===== config.mk =====
export PLATFORM = sky130hd
export DESIGN_NAME = lin_master_schedule_engine
export DESIGN_NICKNAME = d
export VERILOG_FILES = /design/src/sv/lmse_pkg.sv /design/src/sv/lmse_stride.sv /design/src/sv/lin_master_schedule_engine.sv
export SDC_FILE = /design/constraint.sdc
export NUM_CORES = 2
export LEC_CHECK = 0
export BUFFER_PORTS_ARGS = -buffer_cell sky130_fd_sc_hd__buf_2
export CAP_MARGIN = 20
export CORE_UTILIZATION = 23
export CTS_CLUSTER_SIZE = 16
export DETAILED_ROUTE_END_ITERATION = 16
export GPL_TIMING_DRIVEN = 0
export PLACE_DENSITY = 0.39
export SYNTH_ARGS = -nofsm -noshare
export SYNTH_HDL_FRONTEND = slang
export SYNTH_HIERARCHICAL = 1
export SYNTH_SLANG_ARGS = --single-unit

===== constraint.sdc =====
create_clock -name clk -period 10.4 [get_ports clk]
set_input_delay 2.08 -clock clk [delete_from_list [all_inputs] [get_ports clk]]
set_output_delay 2.08 -clock clk [all_outputs]
set_load 0.01 [all_outputs]

===== src/sv/lmse_pkg.sv =====
package lmse_pkg;

  // Request modes
  typedef enum logic [2:0] {
    MODE_SET_MSG     = 3'd0,
    MODE_SET_DATA    = 3'd1,
    MODE_SET_DATA_ID = 3'd2,
    MODE_SET_STATUS  = 3'd3,
    MODE_REBUILD     = 3'd4,
    MODE_TICK        = 3'd5,
    MODE_READ        = 3'd6,
    MODE_READ_ID     = 3'd7
  } mode_t;

  // Result codes
  typedef enum logic [1:0] {
    RES_OK    = 2'd0,
    RES_EMPTY = 2'd1,
    RES_ERR   = 2'd2
  } res_code_t;

  // Message directions
  localparam logic [1:0] DIR_SEND = 2'd1;
  localparam logic [1:0] DIR_RECV = 2'd2;

  // Message status values
  localparam logic [1:0] STAT_NONE = 2'd0;
  localparam logic [1:0] STAT_SENT = 2'd1;
  localparam logic [1:0] STAT_RECV = 2'd2;

  // Slot content for "no message"
  localparam logic [3:0] EMPTY_SLOT = 4'd15;

  // Stride = period / PERIOD_UNIT, used only when 0 < stride < STRIDE_LIMIT
  localparam int unsigned PERIOD_UNIT  = 20;
  localparam int unsigned STRIDE_LIMIT = 100;

  // period / 20 = ((period >> 2) * 0xCCCD) >> 18, exact for 14-bit operands
  localparam int unsigned PER_SHIFT   = 2;
  localparam int unsigned PER_W       = 16;
  localparam int unsigned QIN_W       = PER_W - PER_SHIFT;
  localparam int unsigned RECIP_W     = 16;
  localparam logic [RECIP_W-1:0] RECIP5 = 16'hCCCD;
  localparam int unsigned RECIP_SHIFT = 18;
  localparam int unsigned PROD_W      = QIN_W + RECIP_W;
  localparam int unsigned STRIDE_W    = PROD_W - RECIP_SHIFT;
  localparam int unsigned STEP_W      = $clog2(STRIDE_LIMIT);

  // One message table entry
  typedef struct packed {
    logic [5:0]       ident;
    logic [1:0]       dir;
    logic [PER_W-1:0] period;
    logic [63:0]      payload;
    logic [1:0]       status;
  } msg_t;

  // One result
  typedef struct packed {
    res_code_t   code;
    logic        launch;
    logic        launch_receive;
    logic [5:0]  id;
    logic [63:0] data;
    logic [1:0]  status;
    logic        clr_tx;
    logic        clr_rx;
  } res_t;

  // Stride unit output
  typedef struct packed {
    logic [STEP_W-1:0] step;
    logic              usable;
  } stride_t;

endpackage


===== src/sv/lmse_stride.sv =====
// Two-stage stride unit: reciprocal multiply, then range check.
module lmse_stride (
  input  logic                          clk,
  input  logic [lmse_pkg::PER_W-1:0]    period,
  output lmse_pkg::stride_t             stride
);

  logic [lmse_pkg::PROD_W-1:0]   prod;
  logic [lmse_pkg::STRIDE_W-1:0] quot;

  assign quot = prod[lmse_pkg::RECIP_SHIFT +: lmse_pkg::STRIDE_W];

  // stage 1: divide by 20 through the reciprocal of 5 on period / 4
  // stage 2: keep the low step bits and flag 0 < stride < limit
  always_ff @(posedge clk) begin
    prod <= lmse_pkg::PROD_W'(period[lmse_pkg::PER_W-1:lmse_pkg::PER_SHIFT])
          * lmse_pkg::PROD_W'(lmse_pkg::RECIP5);
    stride.step   <= quot[lmse_pkg::STEP_W-1:0];
    stride.usable <= (quot != '0)
                  && (quot < lmse_pkg::STRIDE_W'(lmse_pkg::STRIDE_LIMIT));
  end

endmodule


===== src/sv/lin_master_schedule_engine.sv =====
// LIN master frame scheduler. One request is handled at a time; the result
// sits in an output register, so the next request is taken while it waits.
// Each table has a single read port, so set and read by id scan the messages
// one by one, and rebuild first clears the slot table, then reads each
// message in turn and fills the slots of each message with a usable stride.
// After reset the slot table is cleared to the empty marker; no request is
// accepted until this clearing is done.
module lin_master_schedule_engine #(
  parameter int unsigned MSG_COUNT  = 8,
  parameter int unsigned SLOT_COUNT = 128
) (
  input  logic        clk,
  input  logic        rst,
  input  logic        in_valid,
  output logic        in_ready,
  input  logic [2:0]  mode,
  input  logic [3:0]  slot,
  input  logic [5:0]  frame_id,
  input  logic [1:0]  direction,
  input  logic [15:0] period_ms,
  input  logic [63:0] payload,
  input  logic [1:0]  new_status,
  input  logic        tx_done,
  input  logic        rx_done,
  output logic        out_valid,
  input  logic        out_ready,
  output logic [1:0]  result_code,
  output logic        launch,
  output logic        launch_receive,
  output logic [5:0]  out_id,
  output logic [63:0] out_data,
  output logic [1:0]  out_status,
  output logic        clear_tx_flag,
  output logic        clear_rx_flag
);

  localparam int unsigned MAW = (MSG_COUNT > 1) ? $clog2(MSG_COUNT) : 1;
  localparam int unsigned SAW = $clog2(SLOT_COUNT);
  localparam int unsigned JW  = $clog2(SLOT_COUNT + lmse_pkg::STRIDE_LIMIT);

  typedef enum logic [4:0] {
    S_INIT, S_IDLE, S_ENT, S_SRCH_RD, S_SRCH_CMP,
    S_RB_CLR, S_RB_RD, S_RB_W1, S_RB_W2, S_RB_STRIDE, S_RB_FILL,
    S_TK_SLOT, S_TK_CLOSE, S_TK_ADV, S_TK_LSLOT, S_TK_LAUNCH, S_DONE
  } state_t;

  state_t state;

  // captured request
  lmse_pkg::mode_t req_mode;
  logic [3:0]      req_slot;
  logic [5:0]      req_id;
  logic [1:0]      req_dir;
  logic [15:0]     req_per;
  logic [63:0]     req_pay;
  logic [1:0]      req_nst;
  logic            req_txd;
  logic            req_rxd;

  lmse_pkg::res_t res;
  lmse_pkg::res_t out_q;

  logic [SAW-1:0] sweep;
  logic [SAW-1:0] cursor;
  logic [SAW-1:0] cursor_next;
  logic [MAW-1:0] kidx;
  logic [3:0]     start;
  logic [JW-1:0]  fill_j;
  logic [lmse_pkg::STEP_W-1:0] step_q;

  // message table
  lmse_pkg::msg_t msg_mem [MSG_COUNT];
  logic [MSG_COUNT-1:0] msg_vld;
  lmse_pkg::msg_t msg_rd;
  logic           msg_rd_vld;
  lmse_pkg::msg_t msg_ent;
  logic           msg_re;
  logic [MAW-1:0] msg_raddr;
  logic           msg_we;
  logic [MAW-1:0] msg_waddr;
  lmse_pkg::msg_t msg_wdata;

  // slot table
  logic [3:0]     slot_mem [SLOT_COUNT];
  logic [3:0]     slot_rd;
  logic           slot_re;
  logic [SAW-1:0] slot_raddr;
  logic           slot_we;
  logic [SAW-1:0] slot_waddr;
  logic [3:0]     slot_wdata;

  lmse_pkg::stride_t stride;

  logic req_ok;
  logic slot_hit;
  logic id_hit;
  logic last_k;

  assign in_ready    = (state == S_IDLE);
  assign msg_ent     = msg_rd_vld ? msg_rd : '0;
  assign req_ok      = (req_slot < 4'(MSG_COUNT));
  assign slot_hit    = (slot_rd < 4'(MSG_COUNT));
  assign id_hit      = (msg_ent.ident == req_id);
  assign last_k      = (kidx == MAW'(MSG_COUNT - 1));
  assign cursor_next = (cursor == SAW'(SLOT_COUNT - 1)) ? '0 : cursor + 1'b1;

  lmse_stride u_stride (
    .clk    (clk),
    .period (msg_ent.period),
    .stride (stride)
  );

  // message table storage, valid bits stand in for the zero reset
  always_ff @(posedge clk) begin
    if (rst) begin
      msg_vld <= '0;
    end else if (msg_we) begin
      msg_vld[msg_waddr] <= 1'b1;
    end
  end

  always_ff @(posedge clk) begin
    if (msg_we) begin
      msg_mem[msg_waddr] <= msg_wdata;
    end
    if (msg_re) begin
      msg_rd     <= msg_mem[msg_raddr];
      msg_rd_vld <= msg_vld[msg_raddr];
    end
  end

  // slot table storage
  always_ff @(posedge clk) begin
    if (slot_we) begin
      slot_mem[slot_waddr] <= slot_wdata;
    end
    if (slot_re) begin
      slot_rd <= slot_mem[slot_raddr];
    end
  end

  // table access control
  always_comb begin
    msg_re     = 1'b0;
    msg_raddr  = kidx;
    msg_we     = 1'b0;
    msg_waddr  = kidx;
    msg_wdata  = msg_ent;
    slot_re    = 1'b0;
    slot_raddr = cursor;
    slot_we    = 1'b0;
    slot_waddr = sweep;
    slot_wdata = lmse_pkg::EMPTY_SLOT;
    unique case (state)
      S_INIT, S_RB_CLR: begin
        slot_we = 1'b1;
      end
      S_IDLE: begin
        // fetch the addressed entry and the current slot up front
        if (in_valid) begin
          msg_re    = (slot < 4'(MSG_COUNT));
          msg_raddr = slot[MAW-1:0];
          slot_re   = 1'b1;
        end
      end
      S_ENT: begin
        msg_waddr = req_slot[MAW-1:0];
        if (req_ok) begin
          unique case (req_mode)
            lmse_pkg::MODE_SET_MSG: begin
              msg_we            = 1'b1;
              msg_wdata.ident   = req_id;
              msg_wdata.dir     = req_dir;
              msg_wdata.period  = req_per;
              msg_wdata.payload = req_pay;
            end
            lmse_pkg::MODE_SET_DATA: begin
              msg_we            = 1'b1;
              msg_wdata.payload = req_pay;
            end
            lmse_pkg::MODE_SET_STATUS: begin
              msg_we           = 1'b1;
              msg_wdata.status = req_nst;
            end
            default: ;
          endcase
        end
      end
      S_SRCH_RD, S_RB_RD: begin
        msg_re = 1'b1;
      end
      S_SRCH_CMP: begin
        if (id_hit && req_mode == lmse_pkg::MODE_SET_DATA_ID) begin
          msg_we            = 1'b1;
          msg_wdata.payload = req_pay;
        end
      end
      S_RB_FILL: begin
        slot_waddr = fill_j[SAW-1:0];
        slot_wdata = 4'(kidx);
        slot_we    = (fill_j < JW'(SLOT_COUNT));
      end
      S_TK_SLOT, S_TK_LSLOT: begin
        msg_re    = slot_hit;
        msg_raddr = slot_rd[MAW-1:0];
      end
      S_TK_CLOSE: begin
        // close the slot that ends with this tick
        if (msg_ent.dir == lmse_pkg::DIR_SEND) begin
          msg_we           = 1'b1;
          msg_wdata.status = req_txd ? lmse_pkg::STAT_SENT : lmse_pkg::STAT_NONE;
        end else if (msg_ent.dir == lmse_pkg::DIR_RECV) begin
          msg_we = 1'b1;
          if (req_rxd) begin
            msg_wdata.payload = req_pay;
            msg_wdata.status  = lmse_pkg::STAT_RECV;
          end else begin
            msg_wdata.status  = lmse_pkg::STAT_NONE;
          end
        end
      end
      S_TK_ADV: begin
        slot_re    = 1'b1;
        slot_raddr = cursor_next;
      end
      S_RB_W1, S_RB_W2, S_RB_STRIDE, S_TK_LAUNCH, S_DONE: ;
    endcase
  end

  // sequencer and result registers
  always_ff @(posedge clk) begin
    if (rst) begin
      state     <= S_INIT;
      sweep     <= '0;
      cursor    <= SAW'(SLOT_COUNT - 1);
      out_valid <= 1'b0;
      kidx      <= '0;
      start     <= '0;
    end else begin
      if (out_valid && out_ready && state != S_DONE) begin
        out_valid <= 1'b0;
      end
      unique case (state)
        S_INIT: begin
          if (sweep == SAW'(SLOT_COUNT - 1)) begin
            sweep <= '0;
            state <= S_IDLE;
          end else begin
            sweep <= sweep + 1'b1;
          end
        end
        S_IDLE: begin
          if (in_valid) begin
            req_mode <= lmse_pkg::mode_t'(mode);
            req_slot <= slot;
            req_id   <= frame_id;
            req_dir  <= direction;
            req_per  <= period_ms;
            req_pay  <= payload;
            req_nst  <= new_status;
            req_txd  <= tx_done;
            req_rxd  <= rx_done;
            res      <= '{code: lmse_pkg::RES_ERR, default: '0};
            kidx     <= '0;
            start    <= '0;
            unique case (lmse_pkg::mode_t'(mode))
              lmse_pkg::MODE_SET_MSG, lmse_pkg::MODE_SET_DATA,
              lmse_pkg::MODE_SET_STATUS, lmse_pkg::MODE_READ: state <= S_ENT;
              lmse_pkg::MODE_SET_DATA_ID, lmse_pkg::MODE_READ_ID: state <= S_SRCH_RD;
              lmse_pkg::MODE_REBUILD: state <= S_RB_CLR;
              lmse_pkg::MODE_TICK:    state <= S_TK_SLOT;
            endcase
          end
        end
        S_ENT: begin
          if (req_ok) begin
            res.code <= lmse_pkg::RES_OK;
            if (req_mode == lmse_pkg::MODE_READ) begin
              res.data   <= msg_ent.payload;
              res.status <= msg_ent.status;
            end
          end
          state <= S_DONE;
        end
        S_SRCH_RD: begin
          state <= S_SRCH_CMP;
        end
        S_SRCH_CMP: begin
          // lowest matching index wins
          if (id_hit) begin
            res.code <= lmse_pkg::RES_OK;
            if (req_mode == lmse_pkg::MODE_READ_ID) begin
              res.data <= msg_ent.payload;
            end
            state <= S_DONE;
          end else if (last_k) begin
            state <= S_DONE;
          end else begin
            kidx  <= kidx + 1'b1;
            state <= S_SRCH_RD;
          end
        end
        S_RB_CLR: begin
          if (sweep == SAW'(SLOT_COUNT - 1)) begin
            sweep <= '0;
            state <= S_RB_RD;
          end else begin
            sweep <= sweep + 1'b1;
          end
        end
        S_RB_RD: begin
          state <= S_RB_W1;
        end
        S_RB_W1: begin
          state <= S_RB_W2;
        end
        S_RB_W2: begin
          state <= S_RB_STRIDE;
        end
        S_RB_STRIDE: begin
          if (stride.usable) begin
            fill_j <= JW'(start);
            step_q <= stride.step;
            state  <= S_RB_FILL;
          end else if (last_k) begin
            res.code <= lmse_pkg::RES_OK;
            state    <= S_DONE;
          end else begin
            kidx  <= kidx + 1'b1;
            state <= S_RB_RD;
          end
        end
        S_RB_FILL: begin
          if (fill_j < JW'(SLOT_COUNT)) begin
            fill_j <= fill_j + JW'(step_q);
          end else begin
            start <= start + 4'd1;
            if (last_k) begin
              res.code <= lmse_pkg::RES_OK;
              state    <= S_DONE;
            end else begin
              kidx  <= kidx + 1'b1;
              state <= S_RB_RD;
            end
          end
        end
        S_TK_SLOT: begin
          kidx  <= slot_rd[MAW-1:0];
          state <= slot_hit ? S_TK_CLOSE : S_TK_ADV;
        end
        S_TK_CLOSE: begin
          if (msg_ent.dir == lmse_pkg::DIR_SEND) begin
            res.clr_tx <= req_txd;
          end else if (msg_ent.dir == lmse_pkg::DIR_RECV) begin
            res.clr_rx <= req_rxd;
          end
          state <= S_TK_ADV;
        end
        S_TK_ADV: begin
          cursor <= cursor_next;
          state  <= S_TK_LSLOT;
        end
        S_TK_LSLOT: begin
          if (slot_hit) begin
            state <= S_TK_LAUNCH;
          end else begin
            res.code <= lmse_pkg::RES_EMPTY;
            state    <= S_DONE;
          end
        end
        S_TK_LAUNCH: begin
          // launch the new slot's frame
          if (msg_ent.dir == lmse_pkg::DIR_SEND) begin
            res.code           <= lmse_pkg::RES_OK;
            res.launch         <= 1'b1;
            res.launch_receive <= 1'b0;
            res.id             <= msg_ent.ident;
            res.data           <= msg_ent.payload;
          end else if (msg_ent.dir == lmse_pkg::DIR_RECV) begin
            res.code           <= lmse_pkg::RES_OK;
            res.launch         <= 1'b1;
            res.launch_receive <= 1'b1;
            res.id             <= msg_ent.ident;
          end
          state <= S_DONE;
        end
        S_DONE: begin
          if (!out_valid || out_ready) begin
            out_q     <= res;
            out_valid <= 1'b1;
            state     <= S_IDLE;
          end
        end
      endcase
    end
  end

  assign result_code    = out_q.code;
  assign launch         = out_q.launch;
  assign launch_receive = out_q.launch_receive;
  assign out_id         = out_q.id;
  assign out_data       = out_q.data;
  assign out_status     = out_q.status;
  assign clear_tx_flag  = out_q.clr_tx;
  assign clear_rx_flag  = out_q.clr_rx;

  // one request in flight at a time
  a_one_request: assert property (@(posedge clk) disable iff (rst)
    in_valid && in_ready |=> !in_ready)
    else $error("request accepted while another is in flight");

  // message writes stay inside the table
  a_msg_addr: assert property (@(posedge clk) disable iff (rst)
    msg_we |-> (msg_waddr <= MAW'(MSG_COUNT - 1)))
    else $error("message write beyond table");

  // slot table is written only by clearing and rebuild fill
  a_slot_write: assert property (@(posedge clk) disable iff (rst)
    slot_we |-> (state == S_INIT || state == S_RB_CLR || state == S_RB_FILL))
    else $error("slot write outside rebuild");

  // cursor stays inside the schedule
  a_cursor: assert property (@(posedge clk) disable iff (rst)
    cursor <= SAW'(SLOT_COUNT - 1))
    else $error("cursor out of range");

  // a launched frame always reports success
  a_launch_ok: assert property (@(posedge clk) disable iff (rst)
    out_valid && launch |-> (out_q.code == lmse_pkg::RES_OK))
    else $error("launch without success code");

endmodule

==> flow_metrics.env <==
export IMPL_status="completed"
export IMPL_detail_route_wl_per_cell_um=23.9
export IMPL_cts_sinks=1632
export IMPL_slew_viol_final=0
export IMPL_grt_util_all_layers=0.151
export IMPL_synth_cells=5166
export IMPL_cts_buffers=190
export IMPL_slew_headroom=0.192
export IMPL_drv_cap=0
export IMPL_gp_congestion=0.823
export IMPL_p_leak_nw=28.2
export IMPL_area_delta_synth_final_pct=19.5
export IMPL_post_place_ws_ps=3260
export IMPL_vias=44000
export IMPL_cp_arrival_ps=7780
export IMPL_vdd_ir_drop_max_mv=0.112
export IMPL_grt_pass1_vias=44400
export IMPL_port_buffers=180
export IMPL_start_util=0.231
export IMPL_drt_first_pass_iters=6
export IMPL_power_mw=15.2
export IMPL_insertion_delay_ps=880
export IMPL_critPathMaxFanout=10
export IMPL_critPathSlowestCell="clkbuf_1"
export IMPL_synth_nets=5440
export IMPL_cts_repair_resized=0
export IMPL_grt_pass1_wl_um=329000
export IMPL_cts_clk_slew_worst_paths_ps=60
export IMPL_cts_htree_levels=4
export IMPL_setup_ws_ps=3310
export IMPL_grt_overflow_total=0
export IMPL_final_hold_violation_count=0
export IMPL_drive_gt1_frac=0.129
export IMPL_tightest_slew_ps=1210
export IMPL_placed_cells=9363
export IMPL_hpwl_um=161000
export IMPL_p_per_area_nw_per_um2=186
export IMPL_clock_fmax_mhz=141
export IMPL_fin_util=0.276
export IMPL_hold_class="register to register"
export IMPL_ios=183
export IMPL_worstSetupStartpointType="register"
export IMPL_fin_cells=9715
export IMPL_ant_nets=0
export IMPL_rows=200
export IMPL_crit_chain="clkbuf_1, clkbuf_1, and2_1, inv_1, ha_1, fa_1, fa_1, fa_1, inv_1, fa_1, inv_1, fa_1, inv_1, ha_1, nand4_1, nor4_1, o31ai_1, a31oi_2, a41oi_1, xnor2_1"
export IMPL_grt_max_degree=71
export IMPL_cp_required_ps=11090
export IMPL_setup_tns_final_ps=0
export IMPL_synth_warning_count=6
export IMPL_cts_tree="yes"
export IMPL_critPathKind="register to register"
export IMPL_antenna_found_initial=9
export IMPL_fillers=30700
export IMPL_period_needed_ps=7090
export IMPL_setup_violations=0
export IMPL_endpoint_kind="register"
export IMPL_cts_hold_buffers=0
export IMPL_root_buffer="clkbuf_16"
export IMPL_cpMostUsedCell="fa_1"
export IMPL_die_y_um=548
export IMPL_post_cts_buffers=0
export IMPL_first_iter_violations=3557
export IMPL_final_nets=5899
export IMPL_core_area_um2=297000
export IMPL_fp_dieW_um=548
export IMPL_finalClockSkew_ps=73.3
export IMPL_finalCritPeriodShare=0.682
export IMPL_viasPerCell=4.52
export IMPL_slowest_delay_ps=790
export IMPL_syn_cell_area_um2=68600
export IMPL_rsz0062_at_grt="no"
export IMPL_syn_mean_instance_area_um2=13.3
export IMPL_cts_buffer_depth=4
export IMPL_wl_um=232000
export IMPL_drc=0
export IMPL_die_area_um2=300000
## flip-flops by register name (all words and copies together), names as in the netlist, 3 cells and up
signal and cells:
cursor 7, fill_j 8, kidx 3, msg_mem 704
msg_rd 88, msg_vld 8, out_data 64, out_id 6
req_id 6, req_mode 3, req_pay 64, req_per 14
req_slot 4, res 78, slot_mem 512, slot_rd 4
start 4, state 5, step_q 7, sweep 7
u_stride/prod 12, u_stride/stride 8
## metrics by stage
stage          hold slack, ps  cell area, um^2
2_1_floorplan             331            68600
3_3_place_gp              347            74400
3_5_place_dp              348            76000
4_1_cts                   352            81900
5_1_grt                   363            81900
6_report                  348            81900
## where the power goes
group	leakage, nW	switching (mW)	internal (mW)
sequential	16.2	0.0371	7.26
combinational	9.10	1.03	0.448
clock	2.88	2.77	3.69
total	28.2	3.84	11.4
## final cells by class
type,instances,area (um^2),area share
Sequential cell,1632,48500,0.591
Multi-Input combinational cell,3098,18400,0.225
Clock buffer,228,4950,0.0604
Tap cell,3939,4930,0.0602
Timing Repair Buffer,267,2410,0.0294
Buffer,313,1340,0.0164
Clock inverter,113,951,0.0116
Inverter,123,462,0.00563
Antenna cell,2,5.00,0.0000611
## routing by layer
metal,share of wire,wire (um),track usage,up-vias
met5,0.000095,22,0,-
met4,0.027,6290,0.0425,4
met3,0.049,11300,0.0246,298
met2,0.48,112000,0.256,1139
met1,0.44,102000,0.199,22400
li1,-,-,-,20200
## worst max-delay path: cells and delay by family, from the launching register on
kind | cells | cell delay, ps
buffers and inverters | 6 | 1540
DFF | 1 | 380
and+or+nand+nor | 3 | 940
AOI/OAI and AO/OA | 3 | 730
adders and majority gates | 7 | 3170
xor gates and xnor gates | 1 | 170
## worst paths after layout
kind                startpoint                  to  slack (ps)  cells after the start
max                 msg_rd_vld   u_stride/prod[27]        3310                     20
max reg2reg         msg_rd_vld   u_stride/prod[27]        3310                     20
min reg2reg  u_stride/prod[19]  u_stride/stride[2]         350                      0
min          u_stride/prod[19]  u_stride/stride[2]         350                      0
## cells in the final DEF (no fill, tap or decap), types with 72 or more instances in the layout
cell type	instances
edfxtp_1	1577
nand2_1	1105
nand3_1	347
nor2_1	265
buf_2	255
clkbuf_1	230
clkbuf_16	192
inv_1	122
a211oi_1	120
ha_1	116
o21ai_0	110
a311oi_1	99
nor2b_1	96
a21oi_1	75
a31oi_1	72
No activity file was read; power rests on OpenSTA's default activity.
